[config.mk]
export PLATFORM = sky130hd
export DESIGN_NAME = i2c_master_bit_engine_flat
export DESIGN_NICKNAME = d
export VERILOG_FILES = /design/src/design/i2cmbe_pkg.sv /design/src/design/i2cmbe_if.sv /design/src/design/i2c_master_bit_engine.sv /design/src/flat_wrapper.sv
export VERILOG_INCLUDE_DIRS = /design/src /design/src/design
export SDC_FILE = /design/constraint.sdc
export NUM_CORES = 1
export LEC_CHECK = 0
export ABC_AREA = 1
export BUFFER_PORTS_ARGS = -buffer_cell sky130_fd_sc_hd__buf_2
export CELL_PAD_IN_SITES_DETAIL_PLACEMENT = 1
export CELL_PAD_IN_SITES_GLOBAL_PLACEMENT = 1
export CORE_UTILIZATION = 47
export CTS_BUF_LIST = sky130_fd_sc_hd__clkbuf_16
export DETAILED_ROUTE_END_ITERATION = 8
export PLACE_DENSITY_LB_ADDON = 0.12
export SETUP_SLACK_MARGIN = 0.4
export SYNTH_ARGS = -nofsm -noshare
export SYNTH_HDL_FRONTEND = slang
export SYNTH_SLANG_ARGS = --single-unit
[constraint.sdc]
create_clock -name clk -period 4.7 [get_ports clk]
set_input_delay 0.705 -clock clk [delete_from_list [all_inputs] [get_ports clk]]
set_output_delay 0.705 -clock clk [all_outputs]
set_load 0.02 [all_outputs]
[src/design/i2c_master_bit_engine_macros.svh]
// ----------------------------------------------------------------------------
// i2c master bit engine assertion macros
// concurrent check helpers for the asserting design file
// ----------------------------------------------------------------------------
`ifndef I2C_MASTER_BIT_ENGINE_MACROS_SVH
`define I2C_MASTER_BIT_ENGINE_MACROS_SVH

// same-cycle implication, disabled during reset
`define I2CMBE_ASSERT_NOW(label, clk, rst, ante, cons, msg) \
  label: assert property (@(posedge clk) disable iff (rst) (ante) |-> (cons)) else $error(msg);

// next-cycle implication, disabled during reset
`define I2CMBE_ASSERT_NEXT(label, clk, rst, ante, cons, msg) \
  label: assert property (@(posedge clk) disable iff (rst) (ante) |=> (cons)) else $error(msg);

`endif

[src/design/i2cmbe_pkg.sv]
// ----------------------------------------------------------------------------
// i2cmbe_pkg
// shared widths, command codes and register indexes of the i2c bit engine
// ----------------------------------------------------------------------------
package i2cmbe_pkg;

  localparam int FuncW     = 3;
  localparam int ByteW     = 8;
  localparam int UnitW     = 16;
  localparam int PollW     = 8;
  localparam int DelayW    = 19;
  localparam int CfgIndexW = 2;
  localparam int CfgDataW  = 16;

  // commands
  localparam logic [FuncW-1:0] FUNC_NONE  = 3'd0;
  localparam logic [FuncW-1:0] FUNC_START = 3'd1;
  localparam logic [FuncW-1:0] FUNC_STOP  = 3'd2;
  localparam logic [FuncW-1:0] FUNC_WRITE = 3'd3;
  localparam logic [FuncW-1:0] FUNC_WAIT  = 3'd4;
  localparam logic [FuncW-1:0] FUNC_READ  = 3'd5;
  localparam logic [FuncW-1:0] FUNC_ACK   = 3'd6;
  localparam logic [FuncW-1:0] FUNC_NACK  = 3'd7;

  // configuration register indexes
  localparam logic [CfgIndexW-1:0] CFG_UNIT_TICKS = 2'd0;
  localparam logic [CfgIndexW-1:0] CFG_POLL_LIMIT = 2'd1;

  localparam logic [UnitW-1:0] UNIT_TICKS_RESET = 16'd100;
  localparam logic [PollW-1:0] POLL_LIMIT_RESET = 8'd250;

  localparam logic [2:0] LAST_BIT = 3'd7;

endpackage

[src/design/i2cmbe_if.sv]
// ----------------------------------------------------------------------------
// i2cmbe channel interfaces
// valid/ready channels for the tick items in and the line results out
// ----------------------------------------------------------------------------
interface i2cmbe_cmd_if
  import i2cmbe_pkg::*;
  ();
  logic             valid;
  logic             ready;
  logic [FuncW-1:0] func;
  logic [ByteW-1:0] write_byte;
  logic             ack_after_read;
  logic             sda_level;

  modport source (output valid, func, write_byte, ack_after_read, sda_level, input ready);
  modport sink (input valid, func, write_byte, ack_after_read, sda_level, output ready);
endinterface

interface i2cmbe_res_if
  import i2cmbe_pkg::*;
  ();
  logic             valid;
  logic             ready;
  logic             scl_level;
  logic             sda_release;
  logic             busy_res;
  logic             done_res;
  logic [ByteW-1:0] read_byte;
  logic             ack_missing;

  modport source (output valid, scl_level, sda_release, busy_res, done_res, read_byte,
                  ack_missing, input ready);
  modport sink (input valid, scl_level, sda_release, busy_res, done_res, read_byte,
                ack_missing, output ready);
endinterface

[src/design/i2c_master_bit_engine.sv]
// ----------------------------------------------------------------------------
// i2c_master_bit_engine
// i2c master line sequencer stepped once per accepted tick item
// ----------------------------------------------------------------------------
// Each item on cmd is one tick of the sequencer and gives exactly one result
// on res in the next cycle, from the result register. One item is taken every
// cycle unless res stalls: cmd.ready is high whenever the result register is
// empty or its item is being taken in the same cycle, so the sustained rate is
// one item per clock, set by the single state step between the state registers
// and the result register. A nonzero func is latched only while the sequencer
// is idle; delays count unit_ticks per microsecond unit and polls give up at
// poll_limit. Configuration writes take effect at the next tick.
`include "i2c_master_bit_engine_macros.svh"

module i2c_master_bit_engine
  import i2cmbe_pkg::*;
(
  input  logic                 clk,
  input  logic                 rst,
  input  logic                 cfg_write,
  input  logic [CfgIndexW-1:0] cfg_index,
  input  logic [CfgDataW-1:0]  cfg_data,
  i2cmbe_cmd_if.sink           cmd,
  i2cmbe_res_if.source         res
);

  localparam logic [3:0] PH_IDLE    = 4'd0;
  localparam logic [3:0] PH_ST_HI   = 4'd1;
  localparam logic [3:0] PH_ST_LO   = 4'd2;
  localparam logic [3:0] PH_SP_LO   = 4'd3;
  localparam logic [3:0] PH_SP_CK   = 4'd4;
  localparam logic [3:0] PH_SP_DA   = 4'd5;
  localparam logic [3:0] PH_WA_REL  = 4'd6;
  localparam logic [3:0] PH_WA_POLL = 4'd7;
  localparam logic [3:0] PH_AK_LO   = 4'd8;
  localparam logic [3:0] PH_AK_HI   = 4'd9;
  localparam logic [3:0] PH_WR_SET  = 4'd10;
  localparam logic [3:0] PH_WR_HI   = 4'd11;
  localparam logic [3:0] PH_WR_LO   = 4'd12;
  localparam logic [3:0] PH_RD_LO   = 4'd13;
  localparam logic [3:0] PH_RD_POLL = 4'd14;
  localparam logic [3:0] PH_RD_TAIL = 4'd15;

  logic [UnitW-1:0]  unit_ticks;
  logic [PollW-1:0]  poll_limit;

  logic [3:0]        phase, phase_next;
  logic [2:0]        bit_index, bit_index_next;
  logic [ByteW-1:0]  shift_byte, shift_byte_next;
  logic [DelayW-1:0] delay_count, delay_count_next;
  logic [PollW-1:0]  poll_count, poll_count_next;
  logic              scl_out, scl_out_next;
  logic              sda_out, sda_out_next;
  logic              ack_choice, ack_choice_next;
  logic              ack_timeout_flag, ack_timeout_flag_next;
  logic [ByteW-1:0]  rx_byte, rx_byte_next;
  logic              done_next;

  logic              do_enter;
  logic [3:0]        target;
  logic              rd_bit;

  logic [DelayW-1:0] hold1, hold2, hold4;
  logic              accept;

  assign hold1 = {3'b000, unit_ticks};
  assign hold2 = {2'b00, unit_ticks, 1'b0};
  assign hold4 = {1'b0, unit_ticks, 2'b00};

  assign cmd.ready = !res.valid || res.ready;
  assign accept    = cmd.valid && cmd.ready;

  // configuration registers
  always_ff @(posedge clk) begin
    if (rst) begin
      unit_ticks <= UNIT_TICKS_RESET;
      poll_limit <= POLL_LIMIT_RESET;
    end else if (cfg_write) begin
      case (cfg_index)
        CFG_UNIT_TICKS: unit_ticks <= cfg_data;
        CFG_POLL_LIMIT: poll_limit <= cfg_data[PollW-1:0];
        default: ;
      endcase
    end
  end

  // one sequencer tick
  always_comb begin
    phase_next            = phase;
    bit_index_next        = bit_index;
    shift_byte_next       = shift_byte;
    delay_count_next      = delay_count;
    poll_count_next       = poll_count;
    scl_out_next          = scl_out;
    sda_out_next          = sda_out;
    ack_choice_next       = ack_choice;
    ack_timeout_flag_next = ack_timeout_flag;
    rx_byte_next          = rx_byte;
    done_next             = 1'b0;
    do_enter              = 1'b0;
    target                = PH_IDLE;
    rd_bit                = 1'b0;

    if (phase == PH_IDLE) begin
      do_enter = (cmd.func != FUNC_NONE);
      case (cmd.func)
        FUNC_START: target = PH_ST_HI;
        FUNC_STOP:  target = PH_SP_LO;
        FUNC_WRITE: begin
          shift_byte_next = cmd.write_byte;
          bit_index_next  = 3'd0;
          target          = PH_WR_SET;
        end
        FUNC_WAIT:  target = PH_WA_REL;
        FUNC_READ: begin
          ack_choice_next = cmd.ack_after_read;
          bit_index_next  = 3'd0;
          shift_byte_next = '0;
          target          = PH_RD_LO;
        end
        FUNC_ACK: begin
          ack_choice_next = 1'b1;
          target          = PH_AK_LO;
        end
        FUNC_NACK: begin
          ack_choice_next = 1'b0;
          target          = PH_AK_LO;
        end
        default: ;
      endcase
    end else if (phase == PH_WA_POLL) begin
      if (!cmd.sda_level) begin
        scl_out_next          = 1'b0;
        ack_timeout_flag_next = 1'b0;
        phase_next            = PH_IDLE;
        done_next             = 1'b1;
      end else if (poll_count >= poll_limit) begin
        // no acknowledge: flag it and run a stop
        ack_timeout_flag_next = 1'b1;
        do_enter              = 1'b1;
        target                = PH_SP_LO;
      end else begin
        poll_count_next = poll_count + 8'd1;
      end
    end else if (phase == PH_RD_POLL) begin
      if (cmd.sda_level || (poll_count >= poll_limit)) begin
        rd_bit          = cmd.sda_level && (poll_count < poll_limit);
        shift_byte_next = {shift_byte[ByteW-2:0], rd_bit};
        if (bit_index == LAST_BIT) begin
          rx_byte_next = shift_byte_next;
        end
        do_enter = 1'b1;
        target   = PH_RD_TAIL;
      end else begin
        poll_count_next = poll_count + 8'd1;
      end
    end else if (delay_count > 19'd1) begin
      delay_count_next = delay_count - 19'd1;
    end else begin
      do_enter = 1'b1;
      case (phase)
        PH_ST_HI:  target = PH_ST_LO;
        PH_ST_LO: begin
          scl_out_next = 1'b0;
          do_enter     = 1'b0;
          phase_next   = PH_IDLE;
          done_next    = 1'b1;
        end
        PH_SP_LO:  target = PH_SP_CK;
        PH_SP_CK:  target = PH_SP_DA;
        PH_SP_DA: begin
          do_enter   = 1'b0;
          phase_next = PH_IDLE;
          done_next  = 1'b1;
        end
        PH_WA_REL: target = PH_WA_POLL;
        PH_AK_LO:  target = PH_AK_HI;
        PH_AK_HI: begin
          scl_out_next = 1'b0;
          do_enter     = 1'b0;
          phase_next   = PH_IDLE;
          done_next    = 1'b1;
        end
        PH_WR_SET: target = PH_WR_HI;
        PH_WR_HI:  target = PH_WR_LO;
        PH_WR_LO: begin
          if (bit_index == LAST_BIT) begin
            do_enter   = 1'b0;
            phase_next = PH_IDLE;
            done_next  = 1'b1;
          end else begin
            bit_index_next = bit_index + 3'd1;
            target         = PH_WR_SET;
          end
        end
        PH_RD_LO:  target = PH_RD_POLL;
        PH_RD_TAIL: begin
          if (bit_index == LAST_BIT) begin
            target = PH_AK_LO;
          end else begin
            bit_index_next = bit_index + 3'd1;
            target         = PH_RD_LO;
          end
        end
        default: begin
          do_enter   = 1'b0;
          phase_next = PH_IDLE;
        end
      endcase
    end

    // line set-up on entry to a phase
    if (do_enter) begin
      phase_next = target;
      case (target)
        PH_ST_HI: begin
          scl_out_next     = 1'b1;
          sda_out_next     = 1'b1;
          delay_count_next = hold4;
        end
        PH_ST_LO: begin
          sda_out_next     = 1'b0;
          delay_count_next = hold4;
        end
        PH_SP_LO: begin
          scl_out_next     = 1'b0;
          sda_out_next     = 1'b0;
          delay_count_next = hold4;
        end
        PH_SP_CK: begin
          scl_out_next     = 1'b1;
          delay_count_next = hold2;
        end
        PH_SP_DA: begin
          sda_out_next     = 1'b1;
          delay_count_next = hold4;
        end
        PH_WA_REL: begin
          sda_out_next     = 1'b1;
          delay_count_next = hold1;
        end
        PH_WA_POLL: begin
          scl_out_next    = 1'b1;
          poll_count_next = '0;
        end
        PH_AK_LO: begin
          scl_out_next     = 1'b0;
          sda_out_next     = !ack_choice_next;
          delay_count_next = hold2;
        end
        PH_AK_HI: begin
          scl_out_next     = 1'b1;
          delay_count_next = hold2;
        end
        PH_WR_SET: begin
          scl_out_next     = 1'b0;
          sda_out_next     = shift_byte_next[ByteW-1];
          shift_byte_next  = {shift_byte_next[ByteW-2:0], 1'b0};
          delay_count_next = hold2;
        end
        PH_WR_HI: begin
          scl_out_next     = 1'b1;
          delay_count_next = hold2;
        end
        PH_WR_LO: begin
          scl_out_next     = 1'b0;
          delay_count_next = hold2;
        end
        PH_RD_LO: begin
          scl_out_next     = 1'b0;
          sda_out_next     = 1'b1;
          delay_count_next = hold2;
        end
        PH_RD_POLL: begin
          scl_out_next    = 1'b1;
          poll_count_next = '0;
        end
        PH_RD_TAIL: delay_count_next = hold1;
        default:    phase_next = PH_IDLE;
      endcase
    end
  end

  // sequencer state
  always_ff @(posedge clk) begin
    if (rst) begin
      phase            <= PH_IDLE;
      bit_index        <= 3'd0;
      shift_byte       <= '0;
      delay_count      <= '0;
      poll_count       <= '0;
      scl_out          <= 1'b1;
      sda_out          <= 1'b1;
      ack_choice       <= 1'b0;
      ack_timeout_flag <= 1'b0;
      rx_byte          <= '0;
    end else if (accept) begin
      phase            <= phase_next;
      bit_index        <= bit_index_next;
      shift_byte       <= shift_byte_next;
      delay_count      <= delay_count_next;
      poll_count       <= poll_count_next;
      scl_out          <= scl_out_next;
      sda_out          <= sda_out_next;
      ack_choice       <= ack_choice_next;
      ack_timeout_flag <= ack_timeout_flag_next;
      rx_byte          <= rx_byte_next;
    end
  end

  // result register
  always_ff @(posedge clk) begin
    if (rst) begin
      res.valid <= 1'b0;
    end else if (accept) begin
      res.valid <= 1'b1;
    end else if (res.ready) begin
      res.valid <= 1'b0;
    end
  end

  always_ff @(posedge clk) begin
    if (accept) begin
      res.scl_level   <= scl_out_next;
      res.sda_release <= sda_out_next;
      res.busy_res    <= (phase_next != PH_IDLE);
      res.done_res    <= done_next;
      res.read_byte   <= rx_byte_next;
      res.ack_missing <= ack_timeout_flag_next;
    end
  end

  `I2CMBE_ASSERT_NOW(a_done_not_busy, clk, rst, res.valid && res.done_res, !res.busy_res,
                     "completion result still shows busy")
  `I2CMBE_ASSERT_NEXT(a_cmd_starts, clk, rst,
                      accept && (phase == PH_IDLE) && (cmd.func != FUNC_NONE),
                      (phase != PH_IDLE) && res.valid && res.busy_res,
                      "command taken while idle did not start a sequence")
  `I2CMBE_ASSERT_NOW(a_ready_when_empty, clk, rst, !res.valid, cmd.ready,
                     "input stalled with empty result register")
  `I2CMBE_ASSERT_NEXT(a_state_holds, clk, rst, !accept,
                      $stable(phase) && $stable(delay_count) && $stable(rx_byte),
                      "sequencer moved without an item")

endmodule

[src/flat_wrapper.sv]
// flat-port wrapper written by rule: the top's interface ports become plain ports
module i2c_master_bit_engine_flat import i2cmbe_pkg::*;
  (clk, rst, cfg_write, cfg_index, cfg_data, cmd_valid, cmd_func, cmd_write_byte, cmd_ack_after_read, cmd_sda_level, cmd_ready, res_valid, res_scl_level, res_sda_release, res_busy_res, res_done_res, res_read_byte, res_ack_missing, res_ready);
  i2cmbe_cmd_if cmd_i ();
  i2cmbe_res_if res_i ();
  input  logic clk;
  input  logic rst;
  input  logic cfg_write;
  input  logic [CfgIndexW-1:0] cfg_index;
  input  logic [CfgDataW-1:0] cfg_data;
  input wire logic [$bits(cmd_i.valid)-1:0] cmd_valid;
  input wire logic [$bits(cmd_i.func)-1:0] cmd_func;
  input wire logic [$bits(cmd_i.write_byte)-1:0] cmd_write_byte;
  input wire logic [$bits(cmd_i.ack_after_read)-1:0] cmd_ack_after_read;
  input wire logic [$bits(cmd_i.sda_level)-1:0] cmd_sda_level;
  output wire logic [$bits(cmd_i.ready)-1:0] cmd_ready;
  output wire logic [$bits(res_i.valid)-1:0] res_valid;
  output wire logic [$bits(res_i.scl_level)-1:0] res_scl_level;
  output wire logic [$bits(res_i.sda_release)-1:0] res_sda_release;
  output wire logic [$bits(res_i.busy_res)-1:0] res_busy_res;
  output wire logic [$bits(res_i.done_res)-1:0] res_done_res;
  output wire logic [$bits(res_i.read_byte)-1:0] res_read_byte;
  output wire logic [$bits(res_i.ack_missing)-1:0] res_ack_missing;
  input wire logic [$bits(res_i.ready)-1:0] res_ready;
  assign cmd_i.valid = cmd_valid;
  assign cmd_i.func = cmd_func;
  assign cmd_i.write_byte = cmd_write_byte;
  assign cmd_i.ack_after_read = cmd_ack_after_read;
  assign cmd_i.sda_level = cmd_sda_level;
  assign cmd_ready = cmd_i.ready;
  assign res_valid = res_i.valid;
  assign res_scl_level = res_i.scl_level;
  assign res_sda_release = res_i.sda_release;
  assign res_busy_res = res_i.busy_res;
  assign res_done_res = res_i.done_res;
  assign res_read_byte = res_i.read_byte;
  assign res_ack_missing = res_i.ack_missing;
  assign res_i.ready = res_ready;
  i2c_master_bit_engine u_core (.clk(clk), .rst(rst), .cfg_write(cfg_write), .cfg_index(cfg_index), .cfg_data(cfg_data), .cmd(cmd_i), .res(res_i));
endmodule
Yosys cells after proc, flatten, opt, wreduce, memory -nomap -nowiden --
Index checks and enable logic that the tools add are counted.
Word-level totals: memory bits (read-only) 0, memories kept 0, input bits 36, latch bits 0, bits in registers 92, bits in writable memories 0
Operators by class: div/mod/pow operators 0, bitwise operators 0, equal/unequal tests 44, reduce and logical (&&, ||, !) cells 30, add/sub/neg operators 3, order comparisons 3, multiplexer cells 86, multipliers 0, shifts and indexed selects 0
Operator list (number):
- 8-bit 2-to-1 mux | 19
- 19-bit 2-to-1 mux | 5
- 4-bit equality test, second input constant | 16
- 4-bit 2-to-1 mux | 15
- 19-bit case mux with 3 select lines | 1
- 4-bit case mux with 10 select lines | 1
- 4-bit by 3-bit equality test with 1-bit output, second input constant | 8
- 1-bit 2-to-1 mux | 28
- 3-bit 2-to-1 mux | 8
- 4-bit case mux with 6 select lines | 1
- 19-bit by 1-bit > comparator with 1-bit output, second input constant | 1
- 19-bit by 1-bit subtractor with 19-bit output, second input constant | 1
- 4-bit by 2-bit equality test with 1-bit output, second input constant | 4
- 8-bit case mux with 2 select lines | 1
- 3-bit equality test, second input constant | 5
- 15-bit OR reduction | 1
- 2-bit OR reduction | 7
- 9-bit OR reduction | 1
- 8-bit by 1-bit adder with 8-bit output, second input constant | 1
- 4-bit by 1-bit equality test with 1-bit output, second input constant | 2
- 8-bit >= comparator | 1
- 8-bit less-than comparator | 1
- 2-bit by 1-bit inequality test with 1-bit output, second input constant | 4
- 4-bit case mux with 2 select lines | 1
- 24 further kinds | 33

Depth between registers and ports, before layout --
depth after elaboration 12, gate-level depth with buffers 21, mapped depth without buffers 21

Least setup slack after synthesis --
Ideal clock, no wire load.
kind reg-to-reg, from reg u_core.poll_count[7], to reg u_core.res.sda_release, data pin, path buffers 0, stages on the path, launching flop included 14, path slack 2284 ps, arrival 2157 ps, clock period less this slack 2416 ps, setup time 259 ps, path through dfxtp_1 > ha_1 > a21o_1 > nor2_1 > nand3_1 > nor2_1 > nand2_1 > nand2_2 > nand2_4 > nor2_2 > nand2_1 > o21ai_0 > nor3_1 > or2_1
On the way: longest elaborated chain between the ends 10, elaborated cells between the ends (all ways) 30, classes of those cells 1 x order compare; 8 x eq/ne; 18 x mux; 3 x reduce/logical
RTL lines:
- from (decl) | line i2c_master_bit_engine.sv:51 | logic [PollW-1:0] poll_count, poll_count_next;
- from (signal assigned) | line i2c_master_bit_engine.sv:302 | poll_count <= poll_count_next;
- 8-bit >= comparator * | line i2c_master_bit_engine.sv:137, i2c_master_bit_engine.sv:146
- 1-bit logical OR | line i2c_master_bit_engine.sv:146 | if (cmd.sda_level || (poll_count >= poll_limit)) begin
- 4-bit 2-to-1 mux | line i2c_master_bit_engine.sv:146
- 4-bit 2-to-1 mux | line i2c_master_bit_engine.sv:145 | end else if (phase == PH_RD_POLL) begin
- 4-bit 2-to-1 mux | line i2c_master_bit_engine.sv:131 | end else if (phase == PH_WA_POLL) begin
- 4-bit 2-to-1 mux | line i2c_master_bit_engine.sv:104 | if (phase == PH_IDLE) begin
- 4-bit by 1-bit equality test with 1-bit output (tied with other cells) | line i2c_master_bit_engine.sv:215 | case (target)
- 4-bit OR reduction (no source line) / 2-bit OR reduction (equally long branches)
- 1-bit case mux with 4 select lines | line i2c_master_bit_engine.sv:215
- 1-bit 2-to-1 mux * | line i2c_master_bit_engine.sv:213 | if (do_enter) begin
- named net u_core.sda_out_next | line i2c_master_bit_engine.sv:53 | logic sda_out, sda_out_next;
- to (signal assigned) | line i2c_master_bit_engine.sv:325 | res.sda_release <= sda_out_next;
- to (decl) | line i2cmbe_if.sv:31 | modport source (output valid, scl_level, sda_release, busy_res, done_res, read_byte,
The timed path passes the listed nets; every way through them passes the cells marked *. A chain may end at the register's enable or synchronous reset.

Worst setup path after layout --
Same ends and word-level chain as after synthesis.

==> results.toml <==
[synth]
yosysMostFrequentCell = "nand2_1"
synth_area_um2 = 5810
synth_enable_flop_cells = 13
yosys.area.top_type = "dfxtp_1"
netlist.area_leader.share_pct = 27.2
ys_ff_latch = 92
yosysUniqueCellTypes = 51
synth_area_per_cell_um2 = 6.76
synth_cells = 859
yosys-top-cells-count = "197 x nand2_1, 100 x nor2_1, 80 x inv_1"
yosys_warnings = 0
ys.flop_type = "dfxtp_1"
netlist_top_cells_area = "dfxtp_1 27%, nand2_1 13%, edfxtp_1 6.7%"
ys_seq_area_share_pct = 33.9
synthesis.nets = 908
async_flop_share_pct = 0

[floorplan]
die_h_um = 113
fp-row-count = 40
coreArea_um2 = 12000
fp.dieW_um = 113
die-area_um2 = 12800
io_pins = 51
start_util_pct = 48.4

[clock_tree]
cts_resized = 0
cts.htree.levels = 3
root_buffer = "clkbuf_16"
clockBufferDepth = 2
clkLatencyLatePin_ns = 0.36
clock_sinks = 92
numCtsBuffers = 9
clkTransAtPathRegs_ns = 0.06
hold_buffers = 0
cts_setup_buffers = 0
cts_tree = "built"

[setup_path]
r2r-end = "u_core.res.sda_release"
critPathKind = "flip-flop to flip-flop"
r2r_setup_slack_ns = 1.52
reg2regPathDepth = 11
cp-end-kind = "flip-flop"
cp.arrival_ns = 3.28
critPathLaunchType = "flip-flop"
cp_max_fo = 14
required_ns = 4.80
r2r-start = "u_core.poll_count[7]"

[timing]
finClkSkew_ns = 0.00551
clock.fmax_mhz = 314
post-route-period-util_pct = 67.7
rsz0062_at_grt = "no"
hold_viol = 0
period_minus_slack_ns = 3.18
setup_viol = 0
slew_violations = 0
relSlewSlack_pct = 35.9
fin_setup_tns_ns = 0
worst_slew_pin_slew_ns = 0.958

[drt]
dr.first_iter.drc_count = 299
wl_per_cell_um = 17.7
totalWireLength_um = 18500
drcViolationCount = 0
ant_nets = 0
vias_per_cell = 5.78
drtPass1Iterations = 4
vias = 6012

[power_and_ir_drop]
power_leakage_uw = 0.00282
p_per_area_nw_per_um2 = 385
irDropWorstVdd_mv = 0.162

[cells_and_area]
antenna_cells = 0
area_growth_pct = 9.67
fin_util_pct = 53.0
drive_above_1_share_pct = 13.2
nets = 938

[job]
maxCapViolCount = 0

[global_route]
antenna_found_initial = 0
grt_overflow = 0
grtUsageTotal_pct = 30.5
grt_max_degree = 50
grt_pass1_wl_um = 30600
grt_pass1_vias = 6223

[placement]
port_buffers = 50
place_hpwl_um = 13600
gp_congestion = 0.917

[hold_path]
hold_class = "flip-flop to flip-flop"
holdPathEnd = "u_core.bit_index[2]"
worst_hold_path.num_cells = 2
worstHoldStart = "u_core.bit_index[2]"

[run_status]
status = "complete, no violations"
==> power breakdown <==
group / internal (µW) / switching, µW / leakage (µW) / total, µW
Combinational: 269 / 577 / 0.00192 / 846
Sequential: 871 / 64.2 / 0.000776 / 936
Clock: 351 / 321 / 0.000131 / 672
Total: 1490 / 962 / 0.00282 / 2450
==> cell usage in the layout, fill, tap and decap left out, drive strengths merged, types with 2 or more instances in the layout <==
cell / netlist / final
nand2: 209 / 209
o21ai: 65 / 65
ha: 13 / 13
edfxtp: 13 / 13
dfxtp: 79 / 79
nand4: 47 / 47
xor2: 8 / 8
a31o: 5 / 5
buf: 11 / 54
a21o: 2 / 2
clkinv: 2 / 4
nand3b: 3 / 3
nor3: 10 / 10
or2: 3 / 3
and3: 3 / 3
inv: 90 / 94
nor2: 113 / 113
nand3: 52 / 52
xnor2: 9 / 9
a21oi: 63 / 63
clkbuf: 24 / 9
a221oi: 5 / 5
o211ai: 17 / 17
nor4: 2 / 2
==> worst max-delay path by stage <==
| stage | startpoint | to | slack (ns) | depth (start not counted) |
|---|---|---|---|---|
| 6_report | u_core.poll_count[7] | u_core.res.sda_release | 1.52 | 11 |
| 5_1_grt | u_core.poll_count[7] | u_core.delay_count[4] | 1.26 | 13 |
| 4_1_cts | u_core.poll_count[7] | u_core.res.sda_release | 1.53 | 11 |
| 3_5_place_dp | cmd_func[1] | u_core.delay_count[4] | 1.51 | 12 |
| 3_3_place_gp | u_core.poll_count[7] | u_core.res.sda_release | 1.61 | 11 |
| 2_1_floorplan | u_core.poll_count[7] | u_core.res.sda_release | 2.28 | 13 |
==> critical path, stage by stage, from the launching register on <==
cell	delay, ns
dfxtp_1	0.41
ha_1	0.28
a21o_1	0.18
nor2_1	0.16
nand3_1	0.18
nor2_1	0.17
nand2_1	0.16
a21oi_2	0.31
nand2_1	0.37
o21ai_0	0.33
nor3_1	0.10
or2_1	0.25
==> final cells by class <==
type	instances	area, µm²
Timing Repair Buffer	54	280
Clock buffer	9	225
Sequential cell	92	1970
Inverter	92	345
Fill cell	1626	5640
Tap cell	147	184
Multi-Input combinational cell	640	3330
Clock inverter	7	35.0
==> registers in the layout, summed over array words and instances (netlist names), 3 cells and up <==
register              cells
u_core.bit_index          3
u_core.delay_count       19
u_core.phase              4
u_core.poll_count         8
u_core.poll_limit         8
u_core.res.read_byte      8
u_core.rx_byte            8
u_core.shift_byte         8
u_core.unit_ticks        16
==> cells by family (layout without fill, tap and decap cells) <==
family                     after synthesis  after routing  synth area share (%)
DFF                                     92             92                  33.9
adders and majority gates               13             13                  2.80
and+or+nand+nor                        444            444                  35.3
xor gates and xnor gates                17             17                  2.56
AOI/OAI and AO/OA                      166            166                  16.7
buffers and inverters                  127            162                  8.74
==> metal layers <==
layer,track usage (%),up-vias,part of all wire [%]
met2,53.1,139,49
li1,-,2943,-
met5,0,-,0
met4,15.4,0,3.2
met3,4.82,38,4.1
met1,36.4,2892,44
==> stage by stage <==
step	instances	instance area, µm²	hold WS (ns)	power (µW)	worst slack (ns)
floorplan	859	5810	0.434	1560	2.28
global placement	1025	6110	0.451	1750	1.61
detailed placement	1025	6110	0.465	1780	1.51
CTS	1041	6370	0.475	2460	1.53
global route	1041	6370	0.499	2590	1.26
finish	1041	6370	0.472	2450	1.52
No activity file was read; power rests on OpenSTA's default activity.
